## src/rtl/msprfp_pkg.sv

```systemverilog
// Package with the types, codes and sync constants of the MSP v1 response frame parser.
`default_nettype none

package msprfp_pkg;

  // Header sync bytes: '$' 'M' '>'
  localparam logic [7:0] SYNC_DOLLAR = 8'h24;
  localparam logic [7:0] SYNC_EM     = 8'h4D;
  localparam logic [7:0] SYNC_DIR    = 8'h3E;

  typedef enum logic [1:0] {
    CMD_ARM  = 2'd0,
    CMD_BYTE = 2'd1,
    CMD_TICK = 2'd2
  } cmd_e;

  typedef enum logic [2:0] {
    PH_IDLE    = 3'd0,
    PH_DOLLAR  = 3'd1,
    PH_EM      = 3'd2,
    PH_DIR     = 3'd3,
    PH_SIZE    = 3'd4,
    PH_CMD     = 3'd5,
    PH_PAYLOAD = 3'd6,
    PH_CHECK   = 3'd7
  } phase_e;

  typedef enum logic [1:0] {
    ST_OK      = 2'd0,
    ST_BAD     = 2'd1,
    ST_TIMEOUT = 2'd2
  } status_e;

  typedef enum logic {
    KIND_DATA = 1'b0,
    KIND_DONE = 1'b1
  } kind_e;

  typedef struct packed {
    phase_e      phase;
    logic [7:0]  wanted_command;
    logic [7:0]  frame_length;
    logic [7:0]  byte_count;
    logic [7:0]  running_xor;
    logic [15:0] ms_left;
  } state_t;

  typedef struct packed {
    logic [1:0]  cmd;
    logic [7:0]  rx_byte;
    logic [7:0]  expected_command;
    logic [15:0] timeout_ms;
  } item_t;

  typedef struct packed {
    kind_e      kind;
    logic [7:0] data;
    logic [7:0] position;
    status_e    status;
    logic [7:0] length;
  } result_t;

  localparam state_t STATE_RESET = '{
    phase:          PH_IDLE,
    wanted_command: 8'd0,
    frame_length:   8'd0,
    byte_count:     8'd0,
    running_xor:    8'd0,
    ms_left:        16'd0
  };

endpackage : msprfp_pkg

`default_nettype wire

```

## src/rtl/msprfp_step.sv

```systemverilog
// Next-state and result logic for one item of the MSP v1 response frame parser.
`default_nettype none

module msprfp_step (
  input  var msprfp_pkg::state_t  state_i,
  input  var msprfp_pkg::item_t   item_i,
  output msprfp_pkg::state_t      state_o,
  output logic                    res_valid_o,
  output msprfp_pkg::result_t     res_o
);

  logic [7:0]  count_inc;
  logic [15:0] ms_dec;

  assign count_inc = state_i.byte_count + 8'd1;
  assign ms_dec    = (state_i.ms_left != 16'd0) ? (state_i.ms_left - 16'd1) : 16'd0;

  always_comb begin
    state_o     = state_i;
    res_valid_o = 1'b0;
    res_o       = '{kind: msprfp_pkg::KIND_DATA, data: 8'd0, position: 8'd0,
                    status: msprfp_pkg::ST_OK, length: 8'd0};

    priority if (item_i.cmd == msprfp_pkg::CMD_ARM) begin
      // Arm: load target and timeout, clear frame state
      state_o.wanted_command = item_i.expected_command;
      state_o.ms_left        = item_i.timeout_ms;
      state_o.frame_length   = 8'd0;
      state_o.byte_count     = 8'd0;
      state_o.running_xor    = 8'd0;
      if (item_i.timeout_ms == 16'd0) begin
        state_o.phase = msprfp_pkg::PH_IDLE;
        res_valid_o   = 1'b1;
        res_o.kind    = msprfp_pkg::KIND_DONE;
        res_o.status  = msprfp_pkg::ST_TIMEOUT;
      end else begin
        state_o.phase = msprfp_pkg::PH_DOLLAR;
      end
    end else if (state_i.phase == msprfp_pkg::PH_IDLE) begin
      // Drop bytes and ticks while idle
    end else if (item_i.cmd == msprfp_pkg::CMD_BYTE) begin
      unique case (state_i.phase)
        msprfp_pkg::PH_DOLLAR: begin
          if (item_i.rx_byte == msprfp_pkg::SYNC_DOLLAR) state_o.phase = msprfp_pkg::PH_EM;
        end
        msprfp_pkg::PH_EM: begin
          state_o.phase = (item_i.rx_byte == msprfp_pkg::SYNC_EM) ?
                          msprfp_pkg::PH_DIR : msprfp_pkg::PH_DOLLAR;
        end
        msprfp_pkg::PH_DIR: begin
          state_o.phase = (item_i.rx_byte == msprfp_pkg::SYNC_DIR) ?
                          msprfp_pkg::PH_SIZE : msprfp_pkg::PH_DOLLAR;
        end
        msprfp_pkg::PH_SIZE: begin
          state_o.frame_length = item_i.rx_byte;
          state_o.running_xor  = item_i.rx_byte;
          state_o.phase        = msprfp_pkg::PH_CMD;
        end
        msprfp_pkg::PH_CMD: begin
          state_o.running_xor = state_i.running_xor ^ item_i.rx_byte;
          if (item_i.rx_byte != state_i.wanted_command) begin
            state_o.phase = msprfp_pkg::PH_DOLLAR;   // wrong command: resync
          end else if (state_i.frame_length == 8'd0) begin
            state_o.phase = msprfp_pkg::PH_CHECK;
          end else begin
            state_o.byte_count = 8'd0;
            state_o.phase      = msprfp_pkg::PH_PAYLOAD;
          end
        end
        msprfp_pkg::PH_PAYLOAD: begin
          res_valid_o          = 1'b1;
          res_o.data           = item_i.rx_byte;
          res_o.position       = state_i.byte_count;
          state_o.running_xor  = state_i.running_xor ^ item_i.rx_byte;
          state_o.byte_count   = count_inc;
          if (count_inc >= state_i.frame_length) state_o.phase = msprfp_pkg::PH_CHECK;
        end
        msprfp_pkg::PH_CHECK: begin
          res_valid_o   = 1'b1;
          res_o.kind    = msprfp_pkg::KIND_DONE;
          res_o.status  = (item_i.rx_byte == state_i.running_xor) ?
                          msprfp_pkg::ST_OK : msprfp_pkg::ST_BAD;
          res_o.length  = state_i.frame_length;
          state_o.phase = msprfp_pkg::PH_IDLE;
        end
        default: begin
        end
      endcase
    end else if (item_i.cmd == msprfp_pkg::CMD_TICK) begin
      state_o.ms_left = ms_dec;
      if (ms_dec == 16'd0) begin
        state_o.phase = msprfp_pkg::PH_IDLE;
        res_valid_o   = 1'b1;
        res_o.kind    = msprfp_pkg::KIND_DONE;
        res_o.status  = msprfp_pkg::ST_TIMEOUT;
      end
    end else begin
      // Unused command code: hold state
    end
  end

endmodule : msprfp_step

`default_nettype wire

```

## src/rtl/msp_v1_response_frame_parser_unit.sv

```systemverilog
// Top level of the streaming MSP v1 response frame parser.
`default_nettype none

// Channel   Direction  Handshake              Fields
// input     in         in_valid_i/in_stall_o   cmd, rx_byte, expected_command, timeout_ms
// result    out        out_valid_o/out_stall_i kind, data, position, status, length
//
// One item per cycle sustained while the result side does not stall. An accepted
// item waits in the input register until it advances, is then processed by
// msprfp_step against the parser state, and its result (if any) is loaded into
// the result register, where it is taken downstream while out_stall_i is low.
// The input register only advances while the result register is free or being
// emptied, so a stall on the result side backs up into in_stall_o.
// Reset clears both valid flags and returns the parser to idle.

module msp_v1_response_frame_parser_unit (
  input  var logic        clk_i,
  input  var logic        rst_ni,
  input  var logic        in_valid_i,
  output logic            in_stall_o,
  input  var logic [1:0]  cmd_i,
  input  var logic [7:0]  rx_byte_i,
  input  var logic [7:0]  expected_command_i,
  input  var logic [15:0] timeout_ms_i,
  output logic            out_valid_o,
  input  var logic        out_stall_i,
  output logic            kind_o,
  output logic [7:0]      data_o,
  output logic [7:0]      position_o,
  output logic [1:0]      status_o,
  output logic [7:0]      length_o
);

  logic                in_valid_q;
  msprfp_pkg::item_t   item_q;
  msprfp_pkg::state_t  state_q;
  msprfp_pkg::state_t  state_d;
  logic                res_valid;
  msprfp_pkg::result_t res;
  logic                out_valid_q;
  msprfp_pkg::result_t res_q;
  logic                advance;
  logic                in_take;

  // Process the held item once the result register can take its result
  assign advance    = in_valid_q && (!out_valid_q || !out_stall_i);
  assign in_stall_o = in_valid_q && !advance;
  assign in_take    = in_valid_i && !in_stall_o;

  msprfp_step u_step (
    .state_i     (state_q),
    .item_i      (item_q),
    .state_o     (state_d),
    .res_valid_o (res_valid),
    .res_o       (res)
  );

  // Input register: valid flag under reset, payload without
  always_ff @(posedge clk_i or negedge rst_ni) begin
    if (!rst_ni) begin
      in_valid_q <= 1'b0;
    end else if (in_take) begin
      in_valid_q <= 1'b1;
    end else if (advance) begin
      in_valid_q <= 1'b0;
    end
  end

  always_ff @(posedge clk_i) begin
    if (in_take) begin
      item_q <= '{cmd: cmd_i, rx_byte: rx_byte_i,
                  expected_command: expected_command_i, timeout_ms: timeout_ms_i};
    end
  end

  // Parser state: commit the next state when the item advances
  always_ff @(posedge clk_i or negedge rst_ni) begin
    if (!rst_ni) begin
      state_q <= msprfp_pkg::STATE_RESET;
    end else if (advance) begin
      state_q <= state_d;
    end
  end

  // Result register: load on advance, drop once taken downstream
  always_ff @(posedge clk_i or negedge rst_ni) begin
    if (!rst_ni) begin
      out_valid_q <= 1'b0;
    end else if (advance) begin
      out_valid_q <= res_valid;
    end else if (!out_stall_i) begin
      out_valid_q <= 1'b0;
    end
  end

  always_ff @(posedge clk_i) begin
    if (advance && res_valid) begin
      res_q <= res;
    end
  end

  assign out_valid_o = out_valid_q;
  assign kind_o      = res_q.kind;
  assign data_o      = res_q.data;
  assign position_o  = res_q.position;
  assign status_o    = res_q.status;
  assign length_o    = res_q.length;

  // A finished read always leaves the parser idle
  a_done_idles: assert property (@(posedge clk_i) disable iff (!rst_ni)
    (advance && res_valid && res.kind == msprfp_pkg::KIND_DONE)
      |=> (state_q.phase == msprfp_pkg::PH_IDLE))
    else $error("parser not idle after a finished read");

  // A pending payload byte lies inside the frame still being parsed
  a_pos_in_frame: assert property (@(posedge clk_i) disable iff (!rst_ni)
    (out_valid_o && kind_o == msprfp_pkg::KIND_DATA)
      |-> (position_o < state_q.frame_length &&
           (state_q.phase == msprfp_pkg::PH_PAYLOAD ||
            state_q.phase == msprfp_pkg::PH_CHECK)))
    else $error("payload position outside frame");

  // A payload result carries no status or length
  a_data_clean: assert property (@(posedge clk_i) disable iff (!rst_ni)
    (out_valid_o && kind_o == msprfp_pkg::KIND_DATA)
      |-> (status_o == msprfp_pkg::ST_OK && length_o == 8'd0))
    else $error("payload result with status or length set");

  // No state change while the held item waits on a stalled result
  a_hold_state: assert property (@(posedge clk_i) disable iff (!rst_ni)
    (in_valid_q && out_valid_q && out_stall_i) |=> $stable(state_q))
    else $error("parser state moved during stall");

endmodule : msp_v1_response_frame_parser_unit

`default_nettype wire

```

## config.mk

```make
export PLATFORM = sky130hd
export DESIGN_NAME = msp_v1_response_frame_parser_unit
export DESIGN_NICKNAME = d
export VERILOG_FILES = /design/src/rtl/msprfp_pkg.sv /design/src/rtl/msprfp_step.sv /design/src/rtl/msp_v1_response_frame_parser_unit.sv
export SDC_FILE = /design/constraint.sdc
export NUM_CORES = 1
export LEC_CHECK = 0
export BUFFER_PORTS_ARGS = -buffer_cell sky130_fd_sc_hd__buf_2
export CELL_PAD_IN_SITES_DETAIL_PLACEMENT = 0
export CELL_PAD_IN_SITES_GLOBAL_PLACEMENT = 1
export CORE_MARGIN = 1.5
export CORE_UTILIZATION = 47
export DETAILED_ROUTE_END_ITERATION = 10
export PLACE_DENSITY_LB_ADDON = 0.25
export SKIP_LAST_GASP = 1
export SYNTH_ARGS = -nofsm -noshare
export SYNTH_HDL_FRONTEND = slang
export SYNTH_HIERARCHICAL = 1
export SYNTH_SLANG_ARGS = --single-unit
```

## constraint.sdc

```tcl
create_clock -name clk_i -period 5.3 [get_ports clk_i]
set_input_delay 1.06 -clock clk_i [delete_from_list [all_inputs] [get_ports clk_i]]
set_output_delay 1.06 -clock clk_i [all_outputs]
set_load 0.05 [all_outputs]
```

==> results of run 1 <==
-- worst reg2reg max path, delay by kind of cell, from the launching register on --
kind / cells / cell delay (ns)
compound gates: 3 / 0.49
buf+inv: 1 / 0.34
flops: 1 / 0.52
simple gates: 5 / 1.74
-- cells by family (layout without fill, tap and decap cells) --
logic type	count (synthesis)	in the layout	synth area share, %
AND/OR/NAND/NOR	175	175	14.7
buffers and inverters	57	126	4.02
XOR/XNOR	25	25	3.57
AO/OA/AOI/OAI	118	118	12.7
adder cells (fa/ha/maj)	11	11	2.25
multiplexers	61	61	11.2
flip-flops	114	114	51.6
-- registers in the layout, summed over array words and instances, names as in the netlist --
register	flops
state_q	51
item_q	34
data_o	8
length_o	8
position_o	8
status_o	2
in_valid_q	1
kind_o	1
out_valid_o	1
-- routing by layer --
metal	global-route usage [%]	up-vias
met5	0	-
met4	7.31	0
met3	6.02	11
met2	34.8	129
met1	29.6	2247
li1	-	2208
-- area by class of cell --
cell class | count | area share (%)
Multi-Input combinational cell | 390 | 37.8
Sequential cell | 114 | 43.8
Inverter | 22 | 1.15
Clock inverter | 12 | 2.95
Clock buffer | 20 | 6.06
Tap cell | 172 | 2.99
Timing Repair Buffer | 72 | 5.21
-- where the power goes --
group / leakage (nW) / total [mW] / switching [mW] / internal (mW)
Clock: 0.318 / 1.26 / 0.385 / 0.874
Combinational: 1.31 / 0.334 / 0.166 / 0.169
Sequential: 1.30 / 1.12 / 0.112 / 1.01
-- through the flow --
stage	util, %	instances	worst slack, ns	power, mW	hold WS (ns)
final	56.9	802	1.87	2.72	0.508
after global routing	56.9	802	1.46	2.83	0.534
after global placement	51.8	770	1.94	1.47	0.491
after CTS	56.9	802	1.85	2.74	0.509
after detailed placement	51.8	770	1.85	1.47	0.497
after floorplan	-	561	1.22	1.37	0.452
-- worst paths after layout --
check / from / to / slack, ns / depth (start not counted)
max reg2reg: item_q[33]$_DFFE_PP_ / position_o[0]$_DFFE_PP_ / 1.87 / 9
max: item_q[33]$_DFFE_PP_ / position_o[0]$_DFFE_PP_ / 1.87 / 9
min in group asynchronous: rst_ni / state_q[32]$_DFFE_PN0P_ / 0.78 / 2
min: state_q[30]$_DFFE_PN0P_ / state_q[30]$_DFFE_PN0P_ / 0.51 / 1
min reg2reg: state_q[30]$_DFFE_PN0P_ / state_q[30]$_DFFE_PN0P_ / 0.51 / 1
max in group asynchronous: rst_ni / state_q[11]$_DFFE_PN0P_ / 4.03 / 2
-- layout by cell type, fill, tap and decap left out, types with 17 or more instances in the layout --
| cell | n |
|---|---|
| buf_2 | 66 |
| edfxtp_1 | 61 |
| mux2_2 | 55 |
| dfrtp_1 | 53 |
| o21ai_0 | 50 |
| nor2_1 | 39 |
| nand2_1 | 37 |
| inv_1 | 22 |
| nor3_1 | 18 |
| clkbuf_16 | 17 |
==> run summary, run 1 <==
total CTS buffers: 17
placed instance area: 6560 um^2
number of enable flip-flop cells after synthesis: 61
Clock Sinks: 114
GRT Residual Overflow: 0
Port-buffer cells: 66
clk root buf: clkbuf_16
Arrival @ worst endpoint: 3.52 ns
Pre-Repair DR Iteration Count: 5
CP required: 5.39 ns
post-cts sizing count: 0
Post-synth top cells: edfxtp_1, mux2_2, dfrtp_1
Die Area: 13700 um^2
Largest stage delay, worst path: 0.63 ns
worst path bufs/invs: 1
Mapped Area: 6130 um^2
Max FO, Critical Path: 25
Via density: 5.73
antenna violations before repair: 0
CTS tree: done
synth top area cells: edfxtp_1, dfrtp_1, mux2_2
GRT Util Overall: 22.1%
critical path's top delay family: simple AND/OR/NAND/NOR gates
met2 WL post-DR: 6700 um
clock-pin slew on the worst setup and hold paths: 0.05 ns
num rows: 41
initial core utilization: 48.3%
Syn-to-layout area delta: 17.7%
Die Wd: 117 um
Die Span Y: 117 um
Tcrit/Tclk final: 64.7%
total negative setup slack: 0 ns
Seq/Total Area, Yosys: 51.6%
status: finished clean
met3 routed WL: 716 um
final WL: 13900 um
Netlist cell types: 55
Skew-Pair Late Insertion Delay: 0.43 ns
vias in the first global route: 4368
crit-path cells: nand2b_1 -> nor2_1 -> nand3_1 -> nand3_1 -> o21ai_0 -> o21ai_0 -> nand2_1 -> a21oi_2 -> buf_4
slowest CP cell: nor2_1
setup violators final: 0
Post-Syn Area per Cell: 10.9 um^2
Final GP Congestion: 0.896
DR DRC count: 0
Synth area leader: edfxtp_1
Synth top area share: 29.9%
first-pass GRT wire length: 22500 um
Hold Crit Class: reg -> reg
top-count cell post-synth: edfxtp_1
WS Path Type: reg -> reg
top layer in use: met4
Met1 Wirelength: 6380 um
WL per Instance: 17.4 um
post-CTS setup buffers: 0
P per Cell Area: 377 nW/um^2
YS warnings: 6
final hold violation count: 0
Setup crit start kind: flip-flop
Routed Antenna Nets: 0
top-level I/O count: 67
Longest Clk Path Bufs: 2
Most used DFF post-synth: edfxtp_1
max_slew headroom: 24.3%
Net Count, Synth: 610
fmax: 292 MHz
Layout Nets: 666
maximum vdd drop: 0.254 mV
unrepaired setup endpoints after global routing: false
#FFs+latches synth: 114
design area: 7210 um^2
sequential cell area: 3160 um^2
Final min period: 3.43 ns
Vias: 4595
synthesized instance count: 561
area occupied by multi-input gates: 2730 um^2
violation count after the first detailed-route iteration: 330
largest net degree at the start of global routing: 54
post-DP HPWL: 9370 um
Pleak: 2.93 nW
# hold bufs at CTS: 0
Ant. Diodes: 0
final-report max-slew violation count: 0
H-Tree Depth: 4
Async S/R FF share, synth: 46.5%
crit end category: flip-flop
Worst Clk Skew: 0.0124 ns
layout cells sized above 1: 26.7%
Fill cells: 1122
CORE AREA: 12700 um^2
actual slew at the worst max-slew pin: 1.14 ns
maxcap violations: 0
No activity file was read; power rests on OpenSTA's default activity.
==> inputs of run 2 (changes only) <==
--- a/config.mk
+++ b/config.mk
@@ -9,7 +9,7 @@
 export CELL_PAD_IN_SITES_DETAIL_PLACEMENT = 0
 export CELL_PAD_IN_SITES_GLOBAL_PLACEMENT = 1
 export CORE_MARGIN = 1.5
-export CORE_UTILIZATION = 47
+export CORE_UTILIZATION = 42
 export DETAILED_ROUTE_END_ITERATION = 10
 export PLACE_DENSITY_LB_ADDON = 0.25
 export SKIP_LAST_GASP = 1
==> constraint.sdc (replaced) <==
create_clock -name clk_i -period 2.9 [get_ports clk_i]
set_input_delay 0.58 -clock clk_i [delete_from_list [all_inputs] [get_ports clk_i]]
set_output_delay 0.58 -clock clk_i [all_outputs]
set_load 0.05 [all_outputs]
==> run 2 against run 1 <==
Effect of this change:
- the flow now finishes with violations (negative setup slack)
- clock power up 62%
- via count up 4.3%
- final cell count up 6.2%
- fmax up 18%
- clock skew down 0.0033 ns
- non-clock buffer count up 42
- register-to-register slack worse by 1.9 ns
- cell area up 5.6%
- critical path type unchanged
- largest power group unchanged
==> run summary, run 2 (same netlist as run 1, synthesis figures left out) <==
status: complete, but fails checks
failing checks: negative setup slack
Ant. Diodes: 0 (unchanged)
antenna violations before repair: 0 (unchanged)
fmax: 344 MHz (+18%)
Critical R2R Capture: length_o[6]$_DFFE_PP_
initial core utilization: 43.6% (-4.7 points)
clk root buf: clkbuf_16
P per Cell Area: 640 nW/um^2 (+70%)
maxcap violations: 0 (unchanged)
FF-to-FF path depth: 10 (+1)
Routed Antenna Nets: 0 (unchanged)
Tcrit/Tclk final: 100% (+35 points)
final WL: 14700 um (+5.5%)
H-Tree Depth: 4 (unchanged)
Layout Nets: 708 (+6.3%)
num rows: 43 (+4.9%)
Skew-Pair Late Insertion Delay: 0.42 ns (about the same)
violation count after the first detailed-route iteration: 307 (-7.0%)
actual slew at the worst max-slew pin: 0.817 ns (-0.318 ns)
first-pass GRT wire length: 23400 um (+3.9%)
WL per Instance: 17.2 um (-0.66%)
Clock Sinks: 114 (unchanged)
Final min period: 2.90 ns (-0.524 ns)
Final GP Congestion: 0.916 (+2.2%)
Longest Clk Path Bufs: 2 (unchanged)
Syn-to-layout area delta: 24.2%
clock-pin slew on the worst setup and hold paths: 0.06 ns (about the same)
WS Path Type: reg -> reg
largest reg by FF count: state_q
max_slew headroom: 45.3% (+21 points)
Setup crit start kind: flip-flop
total negative setup slack: -0.0212 ns (-0.0212 ns)
vias in the first global route: 4737 (+8.4%)
largest net degree at the start of global routing: 52 (-3.7%)
top-level I/O count: 67 (unchanged)
Setup WS post-layout: -0.00460 ns (-1.88 ns)
Via density: 5.63 (-1.8%)
Worst R2R Start: state_q[0]$_DFFE_PN0P_
R2R setup slack: -0.005 ns (-1.88 ns)
non-filler cells, final: 852 (+6.2%)
Largest register FFs: 51 (unchanged)
Arrival @ worst endpoint: 3.04 ns (-0.48 ns)
Die Area: 15300 um^2 (+12%)
post-DP HPWL: 10000 um (+7.1%)
Die Wd: 124 um (+5.6%)
Final Util: 54.2% (-2.7 points)
final-report max-slew violation count: 0 (unchanged)
Hold Crit Class: in -> async
Worst Clk Skew: 0.00913 ns (-0.00331 ns)
Placed Instances: 816 (+6.0%)
top flop regs: state_q x51, item_q x34
Max FO, Critical Path: 7 (-72%)
Pre-Repair DR Iteration Count: 5 (unchanged)
Die Span Y: 124 um (+5.6%)
CORE AREA: 14000 um^2 (+11%)
Power Total: 4.87 mW (+79%)
final hold violation count: 0 (unchanged)
setup violators final: 7 (+7)
layout cells sized above 1: 32.9% (+6.2 points)
maximum vdd drop: 0.327 mV (+29%)
GRT Residual Overflow: 0 (unchanged)
design area: 7610 um^2 (+5.6%)
most frequent cells in the layout: buf_2, edfxtp_1, mux2_2
Vias: 4793 (+4.3%)
unrepaired setup endpoints after global routing: true
Worst setup startpoint: state_q[0]$_DFFE_PN0P_
CP required: 3.03 ns (-2.36 ns)
placed instance area: 6890 um^2 (+5.0%)
# hold bufs at CTS: 0 (unchanged)
DR DRC count: 0 (unchanged)
crit end category: flip-flop
total CTS buffers: 17 (unchanged)
Pleak: 3.12 nW (+6.8%)
GRT Util Overall: 20.2% (-1.8 points)
CTS tree: done
Port-buffer cells: 66 (unchanged)
most common cell after layout, fill and taps aside: buf_2
run 2: cell count changes in the layout (fill, tap and decap cells not counted), sizes merged:
cell | previous run | this run
clkinv | 5 | 7
clkinvlp | 1 | 3
inv | 22 | 23
buf | 72 | 112
bufinv | 6 | 2
clkbuf | 20 | 21
run 2: repair_timing:
action,4_1_cts,5_1_grt
pin swaps,0,1
cloned,0,3
gates resized for setup,1,10
setup endpoints to repair,27,28
setup buffers,0,1
run 2: routing by layer:
| metal | up-vias | track usage [%] | wire (um) |
|---|---|---|---|
| met5 | - | 0 | 0 |
| met4 | 0 | 8.62 | 260 |
| met3 | 25 | 4.58 | 705 |
| met2 | 145 | 33.6 | 7190 |
| met1 | 2334 | 25.4 | 6530 |
| li1 | 2289 | - | - |
run 2: metrics by stage:
stage / setup WS [ns] / hold slack [ns]
floorplan: -0.113 / 0.284
global placement: -0.0231 / 0.494
detailed placement: -0.0709 / 0.503
CTS: -0.0221 / 0.174
global route: -0.106 / 0.196
finish: -0.00460 / 0.170
run 2: critical path: stages (launching register included):
cell       delay, ns
dfrtp_2         0.45
or4_4           0.57
or4_4           0.44
o311a_1         0.15
a2111oi_4       0.24
nor2_1          0.10
o21ai_1         0.13
nand2_1         0.11
a21oi_4         0.15
buf_12          0.14
clkbuf_16       0.15
run 2: power by group:
part	leakage, nW	switching, mW	internal [mW]
Clock	0.280	0.735	1.30
Sequential	1.29	0.144	1.85
Combinational	1.55	0.421	0.418
run 2: final cells by class:
type	instances	area, um^2
clock buffer	19	453
clock inverter	13	135
fill	1251	6430
inverter	22	82.6
multi-input combinational	390	2790
sequential	114	3160
tap	180	225
timing repair buffer	114	767
run 2: how the worst max path moves through the flow:
| stage | slack, ns | endpoint |
|---|---|---|
| final | -0.005 | length_o[6]$_DFFE_PP_ |
| after global routing | -0.11 | length_o[6]$_DFFE_PP_ |
| after CTS | -0.02 | length_o[6]$_DFFE_PP_ |
| after detailed placement | -0.07 | data_o[5]$_DFFE_PP_ |
| after global placement | -0.02 | status_o[0]$_DFFE_PP_ |
| after floorplan | -0.11 | data_o[0]$_DFFE_PP_ |
==> inputs of run 3 (changes only) <==
--- a/config.mk
+++ b/config.mk
@@ -5,13 +5,15 @@
 export SDC_FILE = /design/constraint.sdc
 export NUM_CORES = 1
 export LEC_CHECK = 0
+export ABC_AREA = 1
 export BUFFER_PORTS_ARGS = -buffer_cell sky130_fd_sc_hd__buf_2
 export CELL_PAD_IN_SITES_DETAIL_PLACEMENT = 0
 export CELL_PAD_IN_SITES_GLOBAL_PLACEMENT = 1
 export CORE_MARGIN = 1.5
-export CORE_UTILIZATION = 42
+export CORE_UTILIZATION = 40
 export DETAILED_ROUTE_END_ITERATION = 10
 export PLACE_DENSITY_LB_ADDON = 0.25
+export SETUP_SLACK_MARGIN = 0.4
 export SKIP_LAST_GASP = 1
 export SYNTH_ARGS = -nofsm -noshare
 export SYNTH_HDL_FRONTEND = slang
==> constraint.sdc (replaced) <==
create_clock -name clk_i -period 2.5 [get_ports clk_i]
set_input_delay 0.5 -clock clk_i [delete_from_list [all_inputs] [get_ports clk_i]]
set_output_delay 0.5 -clock clk_i [all_outputs]
set_load 0.05 [all_outputs]
==> run 3 against run 2 <==
Effect of this change:
- critical path type unchanged
- first-iteration DRC count is 47% higher
- clock skew is 0.0010 ns higher
- via count is 19% higher
- count of clock-buffer cells in the layout is 1 higher
- sequential share of layout area is 2.6 points lower
- largest cell class unchanged
- the flow still finishes with violations (negative setup slack)
- critical endpoint is now data_o[3]$_DFFE_PP_
- critical path depth is 7 higher
==> run summary, run 3 <==
total negative setup slack: -0.0138 ns (+0.00735 ns)
Die Area: 17200 um^2 (+12%)
first-pass GRT wire length: 28200 um (+20%)
Die Wd: 131 um (+6.0%)
initial core utilization: 41.2% (-2.4 points)
YS warnings: 6 (unchanged)
Skew-Pair Late Insertion Delay: 0.42 ns (about the same)
Post-Syn Area per Cell: 8.31 um^2 (-24%)
Setup WS post-layout: -0.00318 ns (+0.00142 ns)
final hold violation count: 0 (unchanged)
Worst setup startpoint: state_q[1]$_DFFE_PN0P_
P per Cell Area: 725 nW/um^2 (+13%)
most frequent cells in the layout: nand2_1, nand3_1, inv_1
DR DRC count: 0 (unchanged)
Async S/R FF share, synth: 46.5% (unchanged)
largest reg by FF count: state_q
GRT Util Overall: 20.8% (+0.54 points)
Vias: 5688 (+19%)
FF-to-FF path depth: 17 (+7)
actual slew at the worst max-slew pin: 0.696 ns (-0.122 ns)
design area: 8120 um^2 (+6.7%)
status: complete, but fails checks
Post-synth top cells: nand2_1, nand3_1, inv_1
vias in the first global route: 5554 (+17%)
WL per Instance: 15.7 um (-9.1%)
top-count cell post-synth: nand2_1
most common cell after layout, fill and taps aside: nand2_1
non-filler cells, final: 1114 (+31%)
H-Tree Depth: 4 (unchanged)
maxcap violations: 0 (unchanged)
Mapped Area: 6570 um^2 (+7.2%)
largest net degree at the start of global routing: 54 (+3.8%)
final WL: 17500 um (+19%)
max_slew headroom: 53.6% (+8.3 points)
Synth top area share: 27.9% (-2.0 points)
crit end category: flip-flop
top-level I/O count: 67 (unchanged)
Longest Clk Path Bufs: 2 (unchanged)
Worst R2R Start: state_q[1]$_DFFE_PN0P_
post-DP HPWL: 11400 um (+14%)
antenna violations before repair: 0 (unchanged)
top flop regs: state_q x51, item_q x34
Via density: 5.11 (-9.2%)
Layout Nets: 934 (+32%)
Ant. Diodes: 0 (unchanged)
unrepaired setup endpoints after global routing: true
WS Path Type: reg -> reg
final-report max-slew violation count: 0 (unchanged)
Placed Instances: 1062 (+30%)
clk root buf: clkbuf_16
failing checks: negative setup slack
clock-pin slew on the worst setup and hold paths: 0.06 ns (about the same)
Arrival @ worst endpoint: 2.63 ns (-0.41 ns)
Worst Clk Skew: 0.0102 ns (+0.00102 ns)
Max FO, Critical Path: 14 (+7)
Largest register FFs: 51 (unchanged)
number of enable flip-flop cells after synthesis: 61 (unchanged)
Routed Antenna Nets: 0 (unchanged)
maximum vdd drop: 0.497 mV (+52%)
Setup crit start kind: flip-flop
CTS tree: done
CORE AREA: 15900 um^2 (+14%)
Port-buffer cells: 66 (unchanged)
Syn-to-layout area delta: 23.6%
Seq/Total Area, Yosys: 48.1% (-3.5 points)
Hold Crit Class: in -> async
Final min period: 2.50 ns (-0.401 ns)
#FFs+latches synth: 114 (unchanged)
CP required: 2.62 ns (-0.41 ns)
violation count after the first detailed-route iteration: 451 (+47%)
Final Util: 50.9% (-3.3 points)
Final GP Congestion: 0.897 (-2.1%)
R2R setup slack: -0.003 ns (about the same)
Pre-Repair DR Iteration Count: 5 (unchanged)
Netlist cell types: 39 (-29%)
total CTS buffers: 17 (unchanged)
Most used DFF post-synth: edfxtp_1
Net Count, Synth: 839 (+38%)
hold_ws: 0.0574 ns (-0.112 ns)
Tcrit/Tclk final: 100% (about the same)
setup violators final: 9 (+2)
placed instance area: 7210 um^2 (+4.7%)
synthesized instance count: 790 (+41%)
Critical R2R Capture: data_o[3]$_DFFE_PP_
layout cells sized above 1: 24.6% (-8.3 points)
Pleak: 3.81 nW (+22%)
Synth area leader: edfxtp_1
Clock Sinks: 114 (unchanged)
synth top area cells: edfxtp_1, dfrtp_1, nand2_1
num rows: 46 (+7.0%)
GRT Residual Overflow: 0 (unchanged)
fmax: 399 MHz (+16%)
Die Span Y: 131 um (+6.0%)
run 3: changes by cell type after synthesis, sizes merged, moves of 13 or more:
cell / previous run / this run
inv: 22 / 79
nor2: 40 / 69
mux2: 59 / 0
clkbuf: 28 / 12
and3: 13 / 0
nand3: 15 / 86
nand2: 37 / 235
a21oi: 12 / 29
buf: 7 / 23
run 3: what timing repair did:
item | CTS | global route
resized for setup | 6 | 26
gates cloned | 0 | 3
pin swaps | 8 | 3
setup buffers | 9 | 8
hold buffers | 0 | 0
setup endpoints to repair | 28 | 39
run 3: logic make-up after synthesis:
kind of cell,synth area share [%]
AND/OR/NAND/NOR,30.5
buffers and inverters,7.87
flip-flops,48.1
AO/OA/AOI/OAI,8.36
XOR/XNOR,3.07
adder cells (fa/ha/maj),2.10
run 3: metal layers:
layer  vias to the layer above  routed length (um)  global-route usage (%)
li1                       2812                   -                       -
met1                      2667                7870                    27.6
met2                       190                8350                    33.4
met3                        19                 983                    4.94
met4                         0                 260                    6.87
met5                         -                   0                       0
run 3: critical path, cell delays in order, from the launching register on:
cell	delay (ns)
dfrtp_1	0.42
inv_2	0.13
ha_4	0.18
nand2_4	0.08
nor2_4	0.17
inv_2	0.07
nor2_4	0.09
nand2_1	0.06
nand2_1	0.07
nor2_2	0.05
nor2_2	0.12
nand3_2	0.11
nand2_2	0.09
nand2_2	0.06
nand3_2	0.06
inv_2	0.05
nor2_4	0.19
buf_12	0.19
run 3: where the power goes:
group	switching [mW]	internal [mW]
combinational	0.677	0.430
clock	0.844	1.65
sequential	0.160	2.12
run 3: worst max-delay path by stage:
stage / end / slack [ns] / cells after the start
final: data_o[3]$_DFFE_PP_ / -0.003 / 17
after global routing: state_q[48]$_DFFE_PN0P_ / -0.20 / 16
after CTS: state_q[48]$_DFFE_PN0P_ / 0.08 / 16
after detailed placement: state_q[48]$_DFFE_PN0P_ / -0.03 / 16
after global placement: state_q[48]$_DFFE_PN0P_ / 0.10 / 16
after floorplan: data_o[0]$_DFFE_PP_ / 0.10 / 16
run 3: final cells by class:
type / count / area [um^2]
Fill cell: 1506 / 7830
Sequential cell: 114 / 3160
Multi-Input combinational cell: 562 / 3070
Timing Repair Buffer: 110 / 711
Clock buffer: 20 / 437
Inverter: 80 / 303
Tap cell: 216 / 270
Clock inverter: 12 / 164
run 3: metrics by stage:
stage | worst slack, ns | power (mW)
2_1_floorplan | 0.101 | 3.06
3_3_place_gp | 0.101 | 3.33
3_5_place_dp | -0.0321 | 3.35
4_1_cts | 0.0792 | 5.85
5_1_grt | -0.201 | 6.17
6_report | -0.00318 | 5.88
